## src/rtl/vam_ram.sv

```systemverilog
// Generic single-write, single-read RAM with registered read data.
module vam_ram #(
    parameter int WIDTH = 70,
    parameter int DEPTH = 64
) (
    input  logic                     clk,
    input  logic                     we,
    input  logic [$clog2(DEPTH)-1:0] waddr,
    input  logic [WIDTH-1:0]         wdata,
    input  logic [$clog2(DEPTH)-1:0] raddr,
    output logic [WIDTH-1:0]         rdata
);

    logic [WIDTH-1:0] mem_reg [DEPTH];
    logic [WIDTH-1:0] rdata_reg;

    always_ff @(posedge clk)
    begin
        if (we)
        begin
            mem_reg[waddr] <= wdata;
        end
        rdata_reg <= mem_reg[raddr];
    end

    assign rdata = rdata_reg;

endmodule

```

## config.mk

```make
export PLATFORM = sky130hd
export DESIGN_NAME = vam_ram
export DESIGN_NICKNAME = d
export VERILOG_FILES = /design/src/rtl/vam_ram.sv
export SDC_FILE = /design/constraint.sdc
export NUM_CORES = 2
export LEC_CHECK = 0
export CAP_MARGIN = 10
export CORE_MARGIN = 10
export CORE_UTILIZATION = 30
export DETAILED_ROUTE_END_ITERATION = 16
export DONT_BUFFER_PORTS = 1
export GPL_TIMING_DRIVEN = 0
export PLACE_DENSITY = 0.5
export SKIP_CTS_REPAIR_TIMING = 1
export SYNTH_ARGS = -nofsm -noshare
export SYNTH_HDL_FRONTEND = slang
export SYNTH_MEMORY_MAX_BITS = 65536
export SYNTH_SLANG_ARGS = --single-unit
```

## constraint.sdc

```tcl
create_clock -name clk -period 6.9 [get_ports clk]
set_input_delay 0.345 -clock clk [delete_from_list [all_inputs] [get_ports clk]]
set_output_delay 0.345 -clock clk [all_outputs]
set_load 0.02 [all_outputs]
```

==> flow_summary.yaml <==
setup_path:
  worst_r2r_path_depth: 5
  r2r_start: "mem_reg[44][12]$_DFFE_PP_"
  startpoint_type: "input port"
  critPathRequiredTime_ns: 7.70
  r2r_end: "rdata[12]$_DFF_P_"
  worstSetupEndpoint: "rdata[12]$_DFF_P_"
  cp.arrival_ns: 5.14
  critical_path.startpoint: "raddr[1]"
  end_kind: "flip-flop"
  critical_path_class: "in -> reg"
  critPathMaxFanout: 10
  ff2ff_setup_slack_ns: 3.89
grt:
  grt_pass1_wl_um: 736000
  grt_usage_pct: 17.5
  grt_pass1_vias: 85800
  grt_max_degree: 65
  antenna_found_initial: 91
  gr-total-overflow: 0
pwr:
  power_per_cell_area_mw_per_mm2: 285
  total_power_w: 0.0579
  ir_drop_mv: 0.216
  power_leakage_nw: 62.3
sta:
  fin_crit_ns: 4.34
  fmax_mhz: 231
  post-route-period-util_pct: 62.9
  slew_headroom_pct: 11.3
  setup_tns_ns: 0
  setup_ws_ns: 2.56
  timing_hold_violations_final: 0
  rsz0062_at_grt: "false"
  setup_viol: 0
  tightest_slew_ns: 1.32
  slew_violations: 0
  skew_ns: 0.0776
hold_path:
  hold_class: "in -> reg"
placement:
  place_ws_ns: 1.38
  hpwl_um: 378000
  io_buffer_count: 0
  gp_congestion: 0.770
floorplan:
  fp.dieH_um: 776
  core_mm2: 0.569
  initial_core_util_pct: 30.1
  die_area_mm2: 0.602
  io-pin-count: 154
  die_w_um: 776
  std_cell_rows: 277
drt:
  routedWlPerCell_um: 33.5
  routed_wl_um: 543000
  drc: 0
  antenna_left: 0
  first_iter_violations: 11000
  avgViaCountPerCell: 5.24
  via_count: 85000
  drt_pass1_iterations: 6
yosys:
  ys_warn_count: 0
  syn_inst: 7411
  synth_common_cells: "edfxtp_1 (4480), mux4_2 (1120), nand2_1 (202)"
  synth_edf_count: 4480
  synthTopCellsByArea: "edfxtp_1 (78%), mux4_2 (15%), mux2i_1 (0.86%), dfxtp_1 (0.82%), a22oi_1 (0.61%)"
  synth_top_area_cell: "edfxtp_1"
  synth_area_mm2: 0.171
  synth_seq_area_share_pct: 79.3
  synth_top_area_share_pct: 78.5
  ys_types: 34
  async_reset_ff_share_pct: 0
  yosysMostFrequentCell: "edfxtp_1"
  synth-seq-cells: 4550
  postSynthAreaPerCell_um2: 23.1
  syn_nets: 7495
  synth_ff_type: "edfxtp_1"
clocking:
  insertion_delay_ns: 1.04
  cts_tree: "done"
  cts_buffers: 450
  clock-root-buffer: "clkbuf_16"
  clock-sinks: 4550
  ctsHtreeMaxLevel: 5
  cts.path.max_buffers: 4
  path_clk_slew_ns: 0.06
final_layout:
  nets: 8351
  multi_input_area_mm2: 0.0338
  largest_reg_flops: 4480
  area_growth_pct: 18.6
  fillers: 52000
  regArea_mm2: 0.136
  drive_gt1_share_pct: 28.1
outcome:
  status: "finished clean"
job:
  maxCapViolations: 0
## where the power goes
part | switching, W | internal [W]
sequential | 0.000174 | 0.0306
combinational | 0.00212 | 0.00108
clock | 0.0107 | 0.0133
## cells in the final DEF, fill, tap and decap left out, drive strengths merged
cell	n
dlygate4sd3	71
nand3b	2
o22ai	91
nand2b	11
nand4b	1
a211oi	22
a2bb2oi	19
mux4	1120
nand3	194
nor2b	29
a31oi	19
mux2i	147
buf	591
or3	33
a41oi	30
nand2	202
and2	2
and3	22
nor2	117
edfxtp	4480
o21ai	48
inv	37
diode	25
bufinv	31
o221ai	42
clkinvlp	11
nor3	2
dfxtp	70
clkinv	226
nand4	92
clkbuf	718
a22oi	140
or2	32
or3b	1
## per-layer routing
| metal | vias up | global-route usage, % | share of wire (%) |
|---|---|---|---|
| li1 | 33500 | - | - |
| met1 | 46600 | 23.4 | 40 |
| met2 | 3975 | 28.8 | 48 |
| met3 | 787 | 3.91 | 8.6 |
| met4 | 24 | 4.68 | 3.0 |
| met5 | - | 0 | 0.027 |
## cells by family (layout without fill, tap and decap cells)
| family | Yosys count | in the layout | synth area share [%] |
|---|---|---|---|
| buf+inv | 443 | 1685 | 1.34 |
| other cells | 0 | 25 | 0 |
| flops | 4550 | 4550 | 79.3 |
| compound gates | 411 | 411 | 1.72 |
| simple gates | 740 | 740 | 2.10 |
| mux | 1267 | 1267 | 15.6 |
## critical path, cell delays in order
cell and delay [ns]:
buf_2 0.53, buf_4 0.38, buf_2 0.87, buf_4 0.52
buf_4 0.34, mux2i_1 0.45, nand2_1 0.12, a31oi_1 1.06
nor2_1 0.39
## stage by stage
step                util [%]  hold slack, ns  instance area, µm²  cells
finish                  35.7          0.0400              203000  16200
global route            35.7          0.0165              203000  16200
CTS                     35.2          -0.681              201000  16000
detailed placement      32.8           0.450              187000  15200
global placement        31.8           0.450              181000  14900
floorplan                  -           0.444              171000   7411
## final cells by class
class | instances | area share [%]
diodes | 25 | 0.0308
plain buffers | 424 | 1.10
clock buffers | 552 | 5.80
clock inverters | 286 | 1.16
inverters | 19 | 0.0351
multi-input cells | 2418 | 16.6
flip-flops and latches | 4550 | 66.8
well taps | 7533 | 4.63
repair buffers | 404 | 3.83
## worst min-delay path by stage
| stage | start | end | slack, ns | cells after the start |
|---|---|---|---|---|
| 2_1_floorplan | wdata[0] | mem_reg[0][0]$_DFFE_PP_ | 0.44 | 0 |
| 3_3_place_gp | wdata[24] | mem_reg[54][24]$_DFFE_PP_ | 0.45 | 0 |
| 3_5_place_dp | wdata[52] | mem_reg[54][52]$_DFFE_PP_ | 0.45 | 0 |
| 4_1_cts | wdata[24] | mem_reg[49][24]$_DFFE_PP_ | -0.68 | 0 |
| 5_1_grt | waddr[0] | mem_reg[52][7]$_DFFE_PP_ | 0.02 | 2 |
| 6_report | waddr[0] | mem_reg[52][12]$_DFFE_PP_ | 0.04 | 2 |
Power figures use the tool's default switching activity.
