## src/rtl/vam_pkg.sv

```systemverilog
// Shared types, codes and the reciprocal table of the adjacency Laplacian builder.
package vam_pkg;

    localparam int IDX_W = 6;   // vertex index fields
    localparam int CNT_W = 7;   // vertex_count register
    localparam int WGT_W = 17;  // Q1.16 weight
    localparam int STS_W = 2;

    typedef enum logic [1:0] {
        REQ_ADD   = 2'd0,
        REQ_READ  = 2'd1,
        REQ_CLEAR = 2'd2,
        REQ_NOP   = 2'd3
    } req_t;

    localparam logic [STS_W-1:0] ST_OK        = 2'd0;
    localparam logic [STS_W-1:0] ST_INDEX_ERR = 2'd1;
    localparam logic [STS_W-1:0] ST_ROW_RANGE = 2'd2;

    typedef enum logic [6:0] {
        S_IDLE  = 7'b0000001,
        S_RD    = 7'b0000010,
        S_WR    = 7'b0000100,
        S_ROWRD = 7'b0001000,
        S_ROWLD = 7'b0010000,
        S_EMIT  = 7'b0100000,
        S_RESP  = 7'b1000000
    } state_t;

    // row being updated and the two other corners of the triangle
    typedef struct packed {
        logic [IDX_W-1:0] self_idx;
        logic [IDX_W-1:0] peer_p;
        logic [IDX_W-1:0] peer_q;
    } corner_sel_t;

    // round((1/d) * 2^16) as (65536 + d/2) / d; entry 0 is never used
    localparam logic [WGT_W-1:0] WEIGHT_LUT [64] = '{
        17'd0,     17'd65536, 17'd32768, 17'd21845, 17'd16384, 17'd13107, 17'd10923, 17'd9362,
        17'd8192,  17'd7282,  17'd6554,  17'd5958,  17'd5461,  17'd5041,  17'd4681,  17'd4369,
        17'd4096,  17'd3855,  17'd3641,  17'd3449,  17'd3277,  17'd3121,  17'd2979,  17'd2849,
        17'd2731,  17'd2621,  17'd2521,  17'd2427,  17'd2341,  17'd2260,  17'd2185,  17'd2114,
        17'd2048,  17'd1986,  17'd1928,  17'd1872,  17'd1820,  17'd1771,  17'd1725,  17'd1680,
        17'd1638,  17'd1598,  17'd1560,  17'd1524,  17'd1489,  17'd1456,  17'd1425,  17'd1394,
        17'd1365,  17'd1337,  17'd1311,  17'd1285,  17'd1260,  17'd1237,  17'd1214,  17'd1192,
        17'd1170,  17'd1150,  17'd1130,  17'd1111,  17'd1092,  17'd1074,  17'd1057,  17'd1040
    };

endpackage

```

## src/rtl/vam_row_merge.sv

```systemverilog
// Merges the two other triangle corners into one adjacency row and updates its degree.
module vam_row_merge
    import vam_pkg::*;
#(
    parameter int MAX_VERTICES = 64
) (
    input  corner_sel_t                         sel,
    input  logic [MAX_VERTICES-1:0]             old_bits,
    input  logic [$clog2(MAX_VERTICES)-1:0]     old_deg,
    output logic [MAX_VERTICES-1:0]             new_bits,
    output logic [$clog2(MAX_VERTICES)-1:0]     new_deg
);

    localparam int AW = $clog2(MAX_VERTICES);
    localparam int DW = $clog2(MAX_VERTICES);

    logic                    p_ok, q_ok, add_p, add_q;
    logic [MAX_VERTICES-1:0] one, p_mask, q_mask;

    assign one  = {{(MAX_VERTICES-1){1'b0}}, 1'b1};
    assign p_ok = (sel.peer_p != sel.self_idx);
    // a repeated peer is counted once
    assign q_ok = (sel.peer_q != sel.self_idx) && (sel.peer_q != sel.peer_p);

    assign p_mask = p_ok ? (one << sel.peer_p[AW-1:0]) : '0;
    assign q_mask = q_ok ? (one << sel.peer_q[AW-1:0]) : '0;

    assign add_p = p_ok & ~old_bits[sel.peer_p[AW-1:0]];
    assign add_q = q_ok & ~old_bits[sel.peer_q[AW-1:0]];

    assign new_bits = old_bits | p_mask | q_mask;
    assign new_deg  = old_deg + DW'(add_p) + DW'(add_q);

endmodule

```

## config.mk

```make
export PLATFORM = sky130hd
export DESIGN_NAME = vam_row_merge
export DESIGN_NICKNAME = d
export VERILOG_FILES = /design/src/rtl/vam_pkg.sv /design/src/rtl/vam_row_merge.sv
export SDC_FILE = /design/constraint.sdc
export NUM_CORES = 1
export LEC_CHECK = 0
export BUFFER_PORTS_ARGS = -buffer_cell sky130_fd_sc_hd__buf_2
export CAP_MARGIN = 20
export CORE_AREA = 2 2 73 103
export DETAILED_ROUTE_END_ITERATION = 8
export DIE_AREA = 0 0 75 105
export GPL_TIMING_DRIVEN = 0
export PLACE_DENSITY = 0.72
export SYNTH_ARGS = -nofsm -noshare
export SYNTH_HDL_FRONTEND = slang
export SYNTH_SLANG_ARGS = --single-unit
export TNS_END_PERCENT = 30
```

## constraint.sdc

```tcl
create_clock -name vclk -period 8.5
set_clock_uncertainty 0.05 [all_clocks]
set_input_delay 1.7 -clock vclk [all_inputs]
set_output_delay 1.7 -clock vclk [all_outputs]
set_load 0.03 [all_outputs]
```

==> reports/results.ini, run 1 <==
[status]
outcome=completed

[placement]
dpl_cell_area_mm2=0.003547
dpl.hpwl_um=9616
io_buffers=147
place.gp.congestion=0.9442

[sta]
setup_tns_ns=0
final_max_slew_viol_count=0
hold_viol=0
period_needed_ns=6.501
timing.final.crit_share_pct=76.48
grt_setup_unrepaired=false
setup_viol=0
worst_pin_slew_ns=1.231
whs_ns=3.659
relSlewSlack_pct=17.74
fmax_mhz=153.8

[critical_path]
worstSetupEndpointType=output pin
critPathMaxFanout=10
arrival_ns=4.75
critPathLaunchType=input port
worstSetupPathType=input port to output pin
startpoint=sel[6]
critPathRequiredTime_ns=6.75

[clocking]
post-cts-setup-buffers=0
postCtsHoldBufs=0
ctsResizeCount=0

[layout]
nClkBuffers=0
final_cell_mix=buf_2 (159), nor2_1 (66), a211o_1 (56)
fin_area_mm2=0.003547
diodes=0
utilization_pct=51.47
drive_above_1_share_pct=46.81
nFlopsAndLatches=0
final_nets=547
final_common_cell=buf_2
seqCellArea_um2=0
syn_to_final_growth_pct=31.74

[synth]
synth_cells=308
synth_top_area_share_pct=24.26
synth_top_area_cell=mux4_2
ys_top_cells_by_area=mux4_2 (24%), a211o_1 (18%), nor2_1 (9.2%), xnor2_1 (6.2%), mux4_1 (5.9%)
synth_area_mm2=0.002693
yosys_warnings=0
syn_nets=398
synth_cell_types=46
seq_area_frac_synth_pct=0
syn_area_per_cell_um2=8.742

[grt]
grt_pass1_wl_um=18240
track_usage_pct=30.23
antenna_found_initial=0
first_global_vias=3473
grt_start_max_net_pins=11
grt_overflow=0

[floorplanning]
initial_core_util_pct=39.07
die_area_mm2=0.007875
rows=36
die_y_um=105
coreArea_mm2=0.006892
die-width_um=75
pin_count=158

[power_and_ir_drop]
p_leak_nw=1.734
power.density_mw_per_mm2=68.87
irDropWorstVdd_mv=0.03152

[detailed_routing]
drt-total-wl_um=12320
drtIter0Drc=401
num_vias=3555
wl_per_cell_um=22.41
post-route-drc-count=0
firstDrtPassIters=7
ant_nets=0
via_per_inst=6.464

[flow_run]
maxCapViolCount=0

[hold_path]
worstHoldPathType=input port to output pin
min_from=old_deg[5]

## Yosys cell counts (6+ instances only)
cell and instances:
nor2_1 66, a211o_1 56, mux4_2 29, xnor2_1 19, nand2_1 14, inv_1 13, buf_2 12, nand3_1 11
a221o_1 8, clkbuf_1 7, mux2i_1 6, mux4_1 6, o311ai_2 6
## stage by stage
step | instances | setup WS, ns | total power [mW]
final | 550 | 1.999 | 0.2443
after CTS | 550 | 2.083 | 0.2412
after floorplan | 308 | 2.461 | 0.1651
after global routing | 550 | 1.826 | 0.2560
after global placement | 550 | 2.155 | 0.2370
after detailed placement | 550 | 2.096 | 0.2407
## kinds of logic (layout without fill, tap and decap cells)
family	count (synthesis)	count (layout)	synth area share (%)
mux	42	42	32.76
xor+xnor	21	21	6.831
buf+inv	43	190	7.853
simple gates	114	114	20.82
fa+ha+maj	2	2	1.208
compound gates	86	86	30.53
## final cells by class
type	count	area, um^2
timing repair buffer	147	735.7
buffer	28	155.1
fill	676	3344
inverter	15	56.30
tap	95	118.9
multi-input combinational	265	2481
## worst max-delay path: stages
cell and delay (ns):
buf_2 0.21, buf_2 0.27, xnor2_1 0.16, nand3_2 0.26
o311ai_4 0.54, nor2_1 0.14, a311o_1 0.35, fa_1 0.44
ha_1 0.22, nand3_1 0.10, xnor2_1 0.13, buf_2 0.22
## worst paths after layout
check / to / depth (start not counted)
setup / recovery: new_deg[4] / 12
hold / removal: new_deg[5] / 3
## report_power, final
group	switching, mW	internal (mW)
registers	0	0
logic	0.151	0.0934
clock network	0	0
total	0.151	0.0934
## metal layers
layer  routed length [um]  GRT usage [%]
met3                 1185          1.929
met5                    0              0
met2                 6411          53.32
met1                 4209          36.20
met4                  517          13.27
(Power assumes the default switching activity.)
==> inputs of run 2 (changes only) <==
--- a/config.mk
+++ b/config.mk
@@ -11,7 +11,7 @@
 export DETAILED_ROUTE_END_ITERATION = 8
 export DIE_AREA = 0 0 75 105
 export GPL_TIMING_DRIVEN = 0
-export PLACE_DENSITY = 0.72
+export PLACE_DENSITY = 0.75
 export SYNTH_ARGS = -nofsm -noshare
 export SYNTH_HDL_FRONTEND = slang
 export SYNTH_SLANG_ARGS = --single-unit
==> constraint.sdc (replaced) <==
create_clock -name vclk -period 5.9
set_clock_uncertainty 0.05 [all_clocks]
set_input_delay 1.18 -clock vclk [all_inputs]
set_output_delay 1.18 -clock vclk [all_outputs]
set_load 0.03 [all_outputs]
==> run 2 against run 1 <==
Die area is the same. Global-route usage shrank 0.29 points. Sequential cell count is the same. Non-clock buffer count grew 1. Utilization grew 0.11 points. Final cell count grew 0.18%. Sequential share of layout area is the same. Cell area grew 0.21%. Critical path type unchanged.
==> reports/results.ini, run 2 (synthesis gave the netlist of run 1 again) <==
[sta]
final_max_slew_viol_count=0
relSlewSlack_pct=19.98
worst_pin_slew_ns=1.197
fmax_mhz=183.5
period_needed_ns=5.448
timing.final.crit_share_pct=92.35
grt_setup_unrepaired=false
worst_slack_ns=0.4515
hold_viol=0
whs_ns=2.619
setup_viol=0
setup_tns_ns=0

[power_and_ir_drop]
switchingPower_mw=0.2144
seqPwrFrac_pct=0
total_power_mw=0.3494
netSwitchingFraction_pct=61.35
power.density_mw_per_mm2=98.30
clkPwrFrac_pct=0
p_leak_nw=1.739
irDropWorstVdd_mv=0.04974
combPwrFrac_pct=100.0
p_int_mw=0.1350

[layout]
final_nets=548
utilization_pct=51.58
seqCellArea_um2=0
final_cell_mix=buf_2 (159), nor2_1 (66), a211o_1 (56)
fin_area_mm2=0.003555
diodes=0
final_cells=551
syn_to_final_growth_pct=32.02
nFlopsAndLatches=0
drive_above_1_share_pct=46.93
nClkBuffers=0
final_common_cell=buf_2

[detailed_routing]
num_vias=3467
via_per_inst=6.292
wl_per_cell_um=21.63
post-route-drc-count=0
drt-total-wl_um=11920
firstDrtPassIters=5
ant_nets=0
drtIter0Drc=422

[placement]
dpl.hpwl_um=9464
dpl_cell_area_mm2=0.003555
place.gp.congestion=0.9371
pre_cts_slack_ns=0.5058
io_buffers=147
dp.cells=551

[clocking]
postCtsHoldBufs=0
post-cts-setup-buffers=0
ctsResizeCount=0

[critical_path]
critPathRequiredTime_ns=4.67
worstSetupEndpointType=output pin
worstSetupPathType=input port to output pin
critPathLaunchType=input port
critPathMaxFanout=10
max_stage_delay_ns=0.51
crit_slowest_cell=o311ai_4
arrival_ns=4.22
critPathMostFrequentCell=buf_2
cp_top_family=compound AO/OA/AOI/OAI gates
cp.buffers_inverters=3
cp_cell_sequence=buf_2 > buf_2 > xnor2_1 > nand3_2 > o311ai_4 > nor2_1 > a311o_1 > fa_1 > ha_1 > nand3_1 > xnor2_1 > buf_2

[hold_path]
worstHoldPathType=input port to output pin
hold-path-endpoint=new_deg[5]
min_from=old_deg[5]
whs_path_depth=3

[floorplanning]
pin_count=158
rows=36
coreArea_mm2=0.006892
initial_core_util_pct=39.07
die-width_um=75
die_area_mm2=0.007875
die_y_um=105

[grt]
grt_start_max_net_pins=11
grt_pass1_wl_um=18060
track_usage_pct=29.93
first_global_vias=3340
antenna_found_initial=0
grt_overflow=0

[flow_run]
maxCapViolCount=0

[status]
outcome=completed

==> run 2: cell types whose count changed in the layout (fill, tap and decap cells not counted), sizes merged <==
cell	delta
buf	+1
==> run 2: metal layers <==
metal / global-route usage [%] / vias to the layer above / part of all wire, %
li1: - / 1533 / -
met1: 37.75 / 1631 / 35
met2: 51.00 / 262 / 50
met3: 2.411 / 41 / 9.9
met4: 12.12 / 0 / 4.5
met5: 0 / - / 0
==> run 2: area by class of cell <==
cell class                      count  area (um^2)
Fill cell                         694         3337
Timing Repair Buffer              148        743.2
Inverter                           15        56.30
Tap cell                           95        118.9
Multi-Input combinational cell    265         2481
Buffer                             28        155.1
==> run 2: power by group through the flow <==
stage / Clock (mW) / Sequential (mW) / Combinational (mW)
finish: 0 / 0 / 0.349
global route: 0 / 0 / 0.369
CTS: 0 / 0 / 0.347
detailed placement: 0 / 0 / 0.346
global placement: 0 / 0 / 0.341
floorplan: 0 / 0 / 0.238
==> run 2: worst max-delay path by stage <==
stage / startpoint / to / slack (ns) / cells past startpoint
CTS: sel[6] / new_deg[5] / 0.49 / 12
floorplan: sel[0] / new_deg[5] / 0.90 / 11
finish: sel[6] / new_deg[4] / 0.45 / 12
global route: sel[6] / new_deg[5] / 0.32 / 12
detailed placement: sel[6] / new_deg[5] / 0.51 / 12
global placement: sel[6] / new_deg[5] / 0.54 / 12
==> run 2: worst min-delay path, cell delays in order <==
cell	delay, ns
buf_2	0.08
xnor2_1	0.06
buf_2	0.17
